$ cat config.mk
export PLATFORM = sky130hd
export DESIGN_NAME = ack_retransmit_tracking_table
export DESIGN_NICKNAME = d
export VERILOG_FILES = /design/src/hw/rtl/atrt_pkg.sv /design/src/hw/rtl/atrt_ram.sv /design/src/hw/rtl/atrt_ctrl.sv /design/src/hw/rtl/atrt_datapath.sv /design/src/hw/rtl/ack_retransmit_tracking_table.sv
export SDC_FILE = /design/constraint.sdc
export NUM_CORES = 2
export LEC_CHECK = 0
export BUFFER_PORTS_ARGS = -buffer_cell sky130_fd_sc_hd__buf_2
export CORE_MARGIN = 4
export CORE_UTILIZATION = 45
export CTS_CLUSTER_DIAMETER = 50
export DETAILED_ROUTE_END_ITERATION = 6
export HOLD_SLACK_MARGIN = 0.05
export PLACE_DENSITY = 0.68
export SLEW_MARGIN = 5
export SYNTH_ARGS = -nofsm -noshare
export SYNTH_HDL_FRONTEND = slang
export SYNTH_SLANG_ARGS = --single-unit
$ cat constraint.sdc
create_clock -name clock -period 16.1 [get_ports clock]
set_input_delay 3.22 -clock clock [delete_from_list [all_inputs] [get_ports clock]]
set_output_delay 3.22 -clock clock [all_outputs]
set_load 0.03 [all_outputs]
$ cat src/hw/rtl/atrt_pkg.sv
// ----------------------------------------------------------------------------
// atrt_pkg
// Shared constants, codes and controller/datapath interface types for the
// acknowledged-datagram tracking table.
// ----------------------------------------------------------------------------
package atrt_pkg;

   localparam int SLOTS      = 16;
   localparam int SLOT_W     = (SLOTS > 1) ? $clog2(SLOTS) : 1;
   localparam int CNT_W      = $clog2(SLOTS + 1);
   localparam int ID_W       = 32;
   localparam int TMO_W      = 16;
   localparam int KIND_W     = 2;
   localparam int STATUS_W   = 4;
   localparam int SLOT_OUT_W = 6;

   localparam logic [CNT_W-1:0] SLOTS_CNT = CNT_W'(SLOTS);
   localparam logic [TMO_W-1:0] TMO_RESET = TMO_W'(2);

   localparam logic [KIND_W-1:0] KIND_SEND = 2'd0;
   localparam logic [KIND_W-1:0] KIND_ACK  = 2'd1;
   localparam logic [KIND_W-1:0] KIND_DATA = 2'd2;
   localparam logic [KIND_W-1:0] KIND_TICK = 2'd3;

   localparam logic [STATUS_W-1:0] ST_SENT      = 4'd0;
   localparam logic [STATUS_W-1:0] ST_FULL      = 4'd1;
   localparam logic [STATUS_W-1:0] ST_ACK_OK    = 4'd2;
   localparam logic [STATUS_W-1:0] ST_ACK_MISS  = 4'd3;
   localparam logic [STATUS_W-1:0] ST_NEW       = 4'd4;
   localparam logic [STATUS_W-1:0] ST_DUP       = 4'd5;
   localparam logic [STATUS_W-1:0] ST_NEW_UNREC = 4'd6;
   localparam logic [STATUS_W-1:0] ST_RETX      = 4'd7;
   localparam logic [STATUS_W-1:0] ST_IDLE      = 4'd8;

   typedef struct packed {
      logic              load;
      logic              rd_en;
      logic [SLOT_W-1:0] rd_addr;
      logic              eval;
      logic [SLOT_W-1:0] eval_idx;
      logic              flush;
   } atrt_cmd_type;

   typedef struct packed {
      logic done_hit;
   } atrt_sts_type;

endpackage

$ cat src/hw/rtl/atrt_ram.sv
// ----------------------------------------------------------------------------
// atrt_ram
// Generic single-write, single-read RAM with a registered read port.
// ----------------------------------------------------------------------------
module atrt_ram #(
   parameter int WIDTH = 32,
   parameter int DEPTH = 16
) (
   input  logic                                     clock,
   input  logic                                     wr_en,
   input  logic [((DEPTH > 1) ? $clog2(DEPTH) : 1)-1:0] wr_addr,
   input  logic [WIDTH-1:0]                         wr_data,
   input  logic                                     rd_en,
   input  logic [((DEPTH > 1) ? $clog2(DEPTH) : 1)-1:0] rd_addr,
   output logic [WIDTH-1:0]                         rd_data
);

   logic [WIDTH-1:0] mem_ff [DEPTH];
   logic [WIDTH-1:0] rd_data_ff;

   always_ff @(posedge clock) begin
      if (wr_en) begin
         mem_ff[wr_addr] <= wr_data;
      end
      if (rd_en) begin
         rd_data_ff <= mem_ff[rd_addr];
      end
   end

   assign rd_data = rd_data_ff;

endmodule

$ cat src/hw/rtl/atrt_ctrl.sv
// ----------------------------------------------------------------------------
// atrt_ctrl
// Controller: accepts an item, walks the slot index one slot per cycle and
// closes the item on an early hit or with a final flush cycle.
// ----------------------------------------------------------------------------
module atrt_ctrl (
   input  logic                   clock,
   input  logic                   reset,
   input  logic                   start,
   output logic                   busy,
   output atrt_pkg::atrt_cmd_type cmd,
   input  atrt_pkg::atrt_sts_type sts
);
   import atrt_pkg::*;

   localparam logic [1:0] S_IDLE  = 2'd0;
   localparam logic [1:0] S_SCAN  = 2'd1;
   localparam logic [1:0] S_FLUSH = 2'd2;

   logic [1:0]        state_ff, state_in;
   logic [CNT_W-1:0]  cnt_ff, cnt_in;
   logic              eval_ff, eval_in;
   logic [SLOT_W-1:0] eval_idx_ff, eval_idx_in;
   logic              load;
   logic              rd_issue;

   assign busy     = (state_ff != S_IDLE);
   assign load     = start && (state_ff == S_IDLE);
   assign rd_issue = (state_ff == S_SCAN) && (cnt_ff < SLOTS_CNT);

   always_comb begin
      cmd.load     = load;
      cmd.rd_en    = rd_issue;
      cmd.rd_addr  = cnt_ff[SLOT_W-1:0];
      cmd.eval     = eval_ff;
      cmd.eval_idx = eval_idx_ff;
      cmd.flush    = (state_ff == S_FLUSH);
   end

   always_comb begin
      state_in    = state_ff;
      cnt_in      = cnt_ff;
      eval_in     = rd_issue && !sts.done_hit;
      eval_idx_in = cnt_ff[SLOT_W-1:0];
      case (state_ff)
         S_IDLE: begin
            if (load) begin
               state_in = S_SCAN;
               cnt_in   = '0;
            end
         end
         S_SCAN: begin
            if (sts.done_hit) begin
               state_in = S_IDLE;
            end else if (cnt_ff == SLOTS_CNT) begin
               state_in = S_FLUSH;
            end else begin
               cnt_in = cnt_ff + CNT_W'(1);
            end
         end
         S_FLUSH: begin
            state_in = S_IDLE;
         end
         default: begin
            state_in = S_IDLE;
         end
      endcase
   end

   always_ff @(posedge clock) begin
      if (reset) begin
         state_ff <= S_IDLE;
         cnt_ff   <= '0;
         eval_ff  <= 1'b0;
      end else begin
         state_ff <= state_in;
         cnt_ff   <= cnt_in;
         eval_ff  <= eval_in;
      end
      eval_idx_ff <= eval_idx_in;
   end

   a_eval_in_scan: assert property (@(posedge clock) disable iff (reset)
      eval_ff |-> (state_ff == S_SCAN))
      else $error("Slot evaluated outside of a scan.");

   a_load_starts_scan: assert property (@(posedge clock) disable iff (reset)
      load |=> (state_ff == S_SCAN) && (cnt_ff == '0) && !eval_ff)
      else $error("Accepted item did not start a fresh scan.");

   a_cnt_bound: assert property (@(posedge clock) disable iff (reset)
      (state_ff == S_SCAN) |-> (cnt_ff <= SLOTS_CNT))
      else $error("Slot counter ran past the table.");

   a_flush_after_full_scan: assert property (@(posedge clock) disable iff (reset)
      (state_ff == S_FLUSH) |-> $past(cnt_ff == SLOTS_CNT))
      else $error("Flush without a complete scan.");

endmodule

$ cat src/hw/rtl/atrt_datapath.sv
// ----------------------------------------------------------------------------
// atrt_datapath
// Datapath: slot tables, identifier and time counters, timeout register,
// per-slot compare logic and the registered result port.
// ----------------------------------------------------------------------------
module atrt_datapath (
   input  logic                               clock,
   input  logic                               reset,
   input  atrt_pkg::atrt_cmd_type             cmd,
   output atrt_pkg::atrt_sts_type             sts,
   input  logic [atrt_pkg::KIND_W-1:0]        req_kind,
   input  logic [atrt_pkg::ID_W-1:0]          req_msg_id,
   input  logic                               csr_write,
   input  logic [atrt_pkg::TMO_W-1:0]         csr_data,
   output logic                               rsp_valid,
   output logic [atrt_pkg::STATUS_W-1:0]      rsp_status,
   output logic [atrt_pkg::SLOT_OUT_W-1:0]    rsp_slot,
   output logic [atrt_pkg::ID_W-1:0]          rsp_out_id,
   output logic                               rsp_last
);
   import atrt_pkg::*;

   logic [KIND_W-1:0]     kind_ff;
   logic [ID_W-1:0]       id_ff;
   logic [ID_W-1:0]       next_ident_ff;
   logic [ID_W-1:0]       now_ff;
   logic [TMO_W-1:0]      tmo_ff;
   logic [SLOTS-1:0]      pv_ff;
   logic [SLOTS-1:0]      sv_ff;
   logic                  free_found_ff;
   logic [SLOT_W-1:0]     free_idx_ff;
   logic                  hold_vld_ff;
   logic [SLOT_W-1:0]     hold_slot_ff;
   logic [ID_W-1:0]       hold_id_ff;
   logic                  rsp_valid_ff;
   logic [STATUS_W-1:0]   rsp_status_ff;
   logic [SLOT_OUT_W-1:0] rsp_slot_ff;
   logic [ID_W-1:0]       rsp_out_id_ff;
   logic                  rsp_last_ff;

   logic [ID_W-1:0]       pid_rd, pst_rd, sid_rd;
   logic                  pid_we, pst_we, sid_we;
   logic [ID_W-1:0]       elapsed;
   logic                  pv_e, sv_e;
   logic                  overdue, match_ack, dup;
   logic                  done_hit, tick_hit;
   logic                  emit;
   logic [STATUS_W-1:0]   em_status;
   logic [SLOT_OUT_W-1:0] em_slot;
   logic [ID_W-1:0]       em_id;
   logic                  em_last;

   atrt_ram #(.WIDTH(ID_W), .DEPTH(SLOTS)) u_pend_ident (
      .clock   (clock),
      .wr_en   (pid_we),
      .wr_addr (cmd.eval_idx),
      .wr_data (next_ident_ff),
      .rd_en   (cmd.rd_en),
      .rd_addr (cmd.rd_addr),
      .rd_data (pid_rd)
   );

   atrt_ram #(.WIDTH(ID_W), .DEPTH(SLOTS)) u_pend_stamp (
      .clock   (clock),
      .wr_en   (pst_we),
      .wr_addr (cmd.eval_idx),
      .wr_data (now_ff),
      .rd_en   (cmd.rd_en),
      .rd_addr (cmd.rd_addr),
      .rd_data (pst_rd)
   );

   atrt_ram #(.WIDTH(ID_W), .DEPTH(SLOTS)) u_seen_ident (
      .clock   (clock),
      .wr_en   (sid_we),
      .wr_addr (free_idx_ff),
      .wr_data (id_ff),
      .rd_en   (cmd.rd_en),
      .rd_addr (cmd.rd_addr),
      .rd_data (sid_rd)
   );

   assign pv_e      = pv_ff[cmd.eval_idx];
   assign sv_e      = sv_ff[cmd.eval_idx];
   assign elapsed   = now_ff - pst_rd;
   assign overdue   = (elapsed >= {{(ID_W-TMO_W){1'b0}}, tmo_ff});
   assign match_ack = pv_e && (pid_rd == id_ff);
   assign dup       = sv_e && (sid_rd == id_ff);

   assign done_hit = cmd.eval && (((kind_ff == KIND_SEND) && !pv_e) ||
                                  ((kind_ff == KIND_ACK) && match_ack) ||
                                  ((kind_ff == KIND_DATA) && dup));
   assign tick_hit = cmd.eval && (kind_ff == KIND_TICK) && pv_e && overdue;

   assign sts.done_hit = done_hit;

   always_comb begin
      emit      = 1'b0;
      em_status = ST_IDLE;
      em_slot   = '0;
      em_id     = '0;
      em_last   = 1'b1;
      pid_we    = 1'b0;
      pst_we    = 1'b0;
      sid_we    = 1'b0;
      if (done_hit) begin
         emit    = 1'b1;
         em_slot = SLOT_OUT_W'(cmd.eval_idx);
         em_id   = id_ff;
         case (kind_ff)
            KIND_SEND: begin
               em_status = ST_SENT;
               em_id     = next_ident_ff;
               pid_we    = 1'b1;
               pst_we    = 1'b1;
            end
            KIND_ACK: begin
               em_status = ST_ACK_OK;
            end
            default: begin
               em_status = ST_DUP;
               em_slot   = '0;
            end
         endcase
      end
      if (tick_hit) begin
         pst_we = 1'b1;
         if (hold_vld_ff) begin
            emit      = 1'b1;
            em_status = ST_RETX;
            em_slot   = SLOT_OUT_W'(hold_slot_ff);
            em_id     = hold_id_ff;
            em_last   = 1'b0;
         end
      end
      if (cmd.flush) begin
         emit = 1'b1;
         case (kind_ff)
            KIND_SEND: begin
               em_status = ST_FULL;
            end
            KIND_ACK: begin
               em_status = ST_ACK_MISS;
               em_id     = id_ff;
            end
            KIND_DATA: begin
               em_id = id_ff;
               if (free_found_ff) begin
                  em_status = ST_NEW;
                  sid_we    = 1'b1;
               end else begin
                  em_status = ST_NEW_UNREC;
               end
            end
            default: begin
               if (hold_vld_ff) begin
                  em_status = ST_RETX;
                  em_slot   = SLOT_OUT_W'(hold_slot_ff);
                  em_id     = hold_id_ff;
               end else begin
                  em_status = ST_IDLE;
               end
            end
         endcase
      end
   end

   always_ff @(posedge clock) begin
      if (reset) begin
         next_ident_ff <= '0;
         now_ff        <= '0;
         tmo_ff        <= TMO_RESET;
         pv_ff         <= '0;
         sv_ff         <= '0;
         free_found_ff <= 1'b0;
         hold_vld_ff   <= 1'b0;
         rsp_valid_ff  <= 1'b0;
      end else begin
         rsp_valid_ff <= emit;
         if (csr_write) begin
            tmo_ff <= csr_data;
         end
         if (cmd.load) begin
            free_found_ff <= 1'b0;
            hold_vld_ff   <= 1'b0;
            if (req_kind == KIND_SEND) begin
               next_ident_ff <= next_ident_ff + ID_W'(1);
            end
            if (req_kind == KIND_TICK) begin
               now_ff <= now_ff + ID_W'(1);
            end
         end
         if (done_hit && (kind_ff == KIND_SEND)) begin
            pv_ff[cmd.eval_idx] <= 1'b1;
         end
         if (done_hit && (kind_ff == KIND_ACK)) begin
            pv_ff[cmd.eval_idx] <= 1'b0;
         end
         if (cmd.eval && (kind_ff == KIND_DATA) && !sv_e && !free_found_ff) begin
            free_found_ff <= 1'b1;
         end
         if (sid_we) begin
            sv_ff[free_idx_ff] <= 1'b1;
         end
         if (tick_hit) begin
            hold_vld_ff <= 1'b1;
         end
         if (cmd.flush) begin
            hold_vld_ff <= 1'b0;
         end
      end
      if (cmd.load) begin
         kind_ff <= req_kind;
         id_ff   <= req_msg_id;
      end
      if (cmd.eval && (kind_ff == KIND_DATA) && !sv_e && !free_found_ff) begin
         free_idx_ff <= cmd.eval_idx;
      end
      if (tick_hit) begin
         hold_slot_ff <= cmd.eval_idx;
         hold_id_ff   <= pid_rd;
      end
      rsp_status_ff <= em_status;
      rsp_slot_ff   <= em_slot;
      rsp_out_id_ff <= em_id;
      rsp_last_ff   <= em_last;
   end

   assign rsp_valid  = rsp_valid_ff;
   assign rsp_status = rsp_status_ff;
   assign rsp_slot   = rsp_slot_ff;
   assign rsp_out_id = rsp_out_id_ff;
   assign rsp_last   = rsp_last_ff;

endmodule

$ cat src/hw/rtl/ack_retransmit_tracking_table.sv
// ----------------------------------------------------------------------------
// ack_retransmit_tracking_table
// Pending-message and seen-identifier tracking with tick-driven retransmit.
// ----------------------------------------------------------------------------
// An item is a transfer at a rising edge with start high and busy low. The
// block then walks its slot tables one slot per cycle through the read port
// of the slot RAMs. A send, an ack or a duplicate data item that hits at a
// slot ends its walk there; any item that walks all SLOTS slots, which every
// tick does, ends in the flush state. Busy stays high until the item is
// closed, so no new transfer is taken before the last one ends. Each result
// is shown for exactly one cycle with rsp_valid high and must be taken then,
// since the block cannot be stalled on its result side. A tick gives one
// retransmit result per overdue slot in ascending slot order, or one idle
// result, and rsp_last marks the final result of every item. Timeout writes
// on the csr channel are always ready and should be made while the block is
// idle.
module ack_retransmit_tracking_table (
   input  logic                            clock,
   input  logic                            reset,
   input  logic                            start,
   output logic                            busy,
   input  logic [atrt_pkg::KIND_W-1:0]     req_kind,
   input  logic [atrt_pkg::ID_W-1:0]       req_msg_id,
   output logic                            rsp_valid,
   output logic [atrt_pkg::STATUS_W-1:0]   rsp_status,
   output logic [atrt_pkg::SLOT_OUT_W-1:0] rsp_slot,
   output logic [atrt_pkg::ID_W-1:0]       rsp_out_id,
   output logic                            rsp_last,
   input  logic                            csr_valid,
   output logic                            csr_ready,
   input  logic [atrt_pkg::TMO_W-1:0]      csr_data
);
   import atrt_pkg::*;

   atrt_cmd_type cmd;
   atrt_sts_type sts;

   assign csr_ready = 1'b1;

   atrt_ctrl u_ctrl (
      .clock (clock),
      .reset (reset),
      .start (start),
      .busy  (busy),
      .cmd   (cmd),
      .sts   (sts)
   );

   atrt_datapath u_datapath (
      .clock      (clock),
      .reset      (reset),
      .cmd        (cmd),
      .sts        (sts),
      .req_kind   (req_kind),
      .req_msg_id (req_msg_id),
      .csr_write  (csr_valid && csr_ready),
      .csr_data   (csr_data),
      .rsp_valid  (rsp_valid),
      .rsp_status (rsp_status),
      .rsp_slot   (rsp_slot),
      .rsp_out_id (rsp_out_id),
      .rsp_last   (rsp_last)
   );

endmodule
==> impl_results.md <==
* Synthesized cell area at 74200 µm²
* CP max-delay cell: a21boi_4
* PwrDens at ~120 nW/µm²
* Final WL at about 170000 µm
* Post-DRT Antenna Nets at 0
* Vias at 37800
* Number of synthesized flops with an enable pin at roughly 1700
* Max clock buf depth at 3
* CP required at between 15 and 20 ns
* Nets@finish at 4126
* Detailed placement HPWL at ~96000 µm
* Min Tclk post-route at 6.46 ns
* Fin Setup TNS at 0 ns
* Cell total after placement at 5997
* TritonCTS buffer count at 190
* Max Cap Viol at 0
* PortBufs at 96
* Root buffer cell: clkbuf_16
* Final cell count without fillers at around 6400
* Core area at roughly 160000 µm²
* Placer congestion estimate at around 0.9
* Switching pwr at ~2.1 mW
* Total GRT Usage at roughly 20%
* Fillers at approximately 13000
* Worst Hold Class: reg -> reg
* Final hold slack at roughly 0.47 ns
* Gr ovfl total at 0
* Syn_area_per_cell at 19.4 µm²
* Largest fanout on the critical path at 32
* Initial core utilization at between 40% and 50%
* Leakage at ~28 nW
* Transition time of the tightest slew-check pin at between 1 and 1.5 ns
* Clock Power Share at 43.2%
* Ys async rst share at 0%
* WP buf/inv at 1
* Cell Rows at 148
* Largest net degree at the start of global routing at roughly 110
* Die Y-Extent at between 400 and 500 µm
* CTS resizes at 0
* Layout Skew at 0.0753 ns
* Sequential power share at 53.3%
* Die area at 171000 µm²
* First-pass GRT wire length at about 260000 µm
* Synth area leaders: edfxtp_1, mux4_2, dfxtp_1, nor2_1, xnor2_1
* Setup Buffers After CTS at 0
* Sequential share of the synthesized area at about 74%
* Vias in the first global route at 38200
* Layout area overhead at 13.1%
* Synth top area share at roughly 69%
* Synth area leader: edfxtp_1
* CTS Sinks at 1874
* Fin crit share at 40.1%
* Levels on crit path at 18
* CTS Hold Buffers Added at 0
* Clock transition at path regs at roughly 0.060 ns
* Max Clk Rate at 0.155 GHz
* Delay-heaviest family, CP: compound AO/OA/AOI/OAI gates
* Share of layout cells above drive strength 1 at around 25%
* Tot Pwr at 10.0 mW
* Cells after synthesis at 3824
* Drt wl/cell at between 20 and 30 µm
* Residual DRC at 0
* Netlist cell types at 75
* Setup CP Type: reg -> reg
* Yosys Warn Count at 0
* Initial antenna violation count at 4
* Comb pwr share at roughly 3.5%
* Worst vdd ir at just over 0.0001 V
* First-pass DRT Iterations at 6
* #FFs+latches synth at between 1500 and 2000
* Worst setup EP type: flop
* Main synth FF type: edfxtp_1
* CP cell instances: ha_1, a21oi_1, o21ai_0, o21a_1, o21ai_0, nand2b_1, a21oi_1, xnor2_1, ha_1, a222oi_1, nand4_1, or4_1, a211o_1, nor4_4, nand4_4, a21boi_4, nor2_4, buf_4
* Status: finished, final reports clean
* Worst path arrival time at between 6 and 7 ns
* Iter 0 DRT Violations at approximately 4300
* Final slew viol count at 0
* Crit path launch type: flop
* Die W at ~410 µm
* TritonCTS clock tree: done
* Vias/cell at 5.95
* Worst path max stage delay at roughly 0.95 ns
* Switch share at between 20% and 30%
* Io pins at 100
* P_int at approximately 7.9 mW
* Max H-tree Level at 4
* RSZ-0062 raised after global routing: no
* Worst-Skew Late Latency at between 0.8 and 0.9 ns
* Hold Path Cell Cnt at 0
* # setup viols final at 0
* Fin. Hold Viols at 0
* R2R cell count at 18
* Relative slew margins at 20.1%
-- registers in the layout, summed over array words and instances (netlist names), 5 cells and up --
signal                           cells
u_datapath.u_seen_ident.rd_data     32
u_datapath.tmo_ff                   16
u_datapath.now_ff                   32
u_datapath.u_seen_ident.mem_ff     512
u_datapath.u_pend_ident.mem_ff     512
u_datapath.pv_ff                    16
u_datapath.u_pend_stamp.rd_data     32
u_datapath.next_ident_ff            32
u_datapath.u_pend_ident.rd_data     32
u_datapath.rsp_out_id               32
u_datapath.hold_id_ff               32
u_datapath.u_pend_stamp.mem_ff     512
u_datapath.id_ff                    32
u_ctrl.cnt_ff                        5
u_datapath.sv_ff                    16
-- layout make-up --
class / count / area, µm² / area share [%]
repair buffers: 193 / 1220 / 1.46
diodes: 2 / 5.00 / 0.00596
clock buffers: 241 / 5030 / 5.99
well taps: 2175 / 2720 / 3.24
flip-flops and latches: 1874 / 54600 / 65.1
multi-input cells: 1671 / 18900 / 22.5
inverters: 84 / 315 / 0.376
clock inverters: 115 / 1180 / 1.41
-- layout by cell type, fill, tap and decap left out, types with 9 or more instances in the layout --
cell type	instances
xor2_1	44
nand4_1	44
a21oi_1	58
clkinv_1	36
nand2_1	158
mux2i_1	53
nor2_1	182
nor3_1	46
edfxtp_1	1706
clkbuf_16	191
a211oi_1	9
ha_1	56
nor2b_1	9
xnor2_1	87
inv_1	83
o21a_1	9
nor2_4	42
buf_2	95
o21ai_0	75
inv_6	9
clkbuf_1	44
or3_1	16
o31ai_1	24
and2_1	9
clkinv_2	34
a311oi_1	15
dfxtp_1	163
mux4_2	490
bufinv_16	14
nand3_1	33
nand2b_1	11
a22oi_1	35
o211ai_1	36
and3_1	18
buf_4	97
-- logic make-up (layout without fill, tap and decap cells) --
| family | after synthesis | in the layout | synth area share (%) |
|---|---|---|---|
| AO/OA/AOI/OAI | 333 | 333 | 3.05 |
| XOR/XNOR | 131 | 131 | 1.55 |
| adder cells (fa/ha/maj) | 58 | 58 | 0.988 |
| buffers and inverters | 280 | 633 | 1.50 |
| flip-flops | 1874 | 1874 | 73.6 |
| multiplexers | 543 | 543 | 15.6 |
| other | 2 | 5 | 0.0101 |
| AND/OR/NAND/NOR | 603 | 603 | 3.73 |
-- worst register-to-register path: cells and delay by family (launching register included) --
kind	cells	cell delay, ns
adder cells (fa/ha/maj)	2	0.70
AND/OR/NAND/NOR	6	1.41
XOR/XNOR	1	0.16
AO/OA/AOI/OAI	8	2.68
buffers and inverters	1	0.37
flip-flops	1	0.77
-- power groups by stage --
stage / Clock [mW] / Sequential [mW] / Combinational [mW]
3_3_place_gp: 0 / 5.44 / 0.351
3_5_place_dp: 0 / 5.44 / 0.353
6_report: 4.32 / 5.34 / 0.350
4_1_cts: 4.40 / 5.34 / 0.355
5_1_grt: 4.61 / 5.34 / 0.379
2_1_floorplan: 0 / 5.43 / 0.252
-- final timing paths --
path | start | end | slack (ns)
min reg2reg | u_datapath.u_pend_ident.rd_data[9]$_DFFE_PP_ | u_datapath.hold_id_ff[9]$_DFFE_PN_ | 0.47
max | u_datapath.now_ff[6]$_SDFFE_PP0P_ | u_datapath.u_pend_stamp.mem_ff[9][1]$_DFFE_PP_ | 9.64
min | u_datapath.u_pend_ident.rd_data[9]$_DFFE_PP_ | u_datapath.hold_id_ff[9]$_DFFE_PN_ | 0.47
max reg2reg | u_datapath.now_ff[6]$_SDFFE_PP0P_ | u_datapath.u_pend_stamp.mem_ff[9][1]$_DFFE_PP_ | 9.64
-- metal layers --
metal  routed length (µm)  global-route usage [%]
met3                12100                    3.30
met4                 8000                    9.06
met5                    0                       0
met1                69700                    28.0
met2                83900                    31.6
-- per-stage QoR --
| step | cell area [µm²] | worst slack, ns | util [%] |
|---|---|---|---|
| finish | 83900 | 9.64 | 51.4 |
| global placement | 77700 | 8.89 | 47.6 |
| floorplan | 74200 | 10.05 | - |
| global route | 83900 | 9.15 | 51.4 |
| CTS | 83900 | 9.64 | 51.4 |
| detailed placement | 77700 | 8.81 | 47.6 |
-- synth_stat cells, types with 9 or more instances --
library cell and count:
a211oi_1 9, ha_1 57, mux2i_1 53, xnor2_1 87
or3_1 16, and2_1 9, inv_1 83, nor3_1 53
nor2b_1 10, mux4_2 490, nand2_1 159, edfxtp_1 1706
dfxtp_1 168, nand3_1 33, buf_2 14, xor2_1 44
nand2b_1 11, nand4_1 44, nor2_1 225, clkbuf_1 134
buf_1 36, a311oi_1 15, o211ai_1 36, o21a_1 9
o31ai_1 24, o21ai_0 75, a21oi_1 59, and3_1 18
a22oi_1 35
Note: power is estimated with default switching activity, not from simulation.
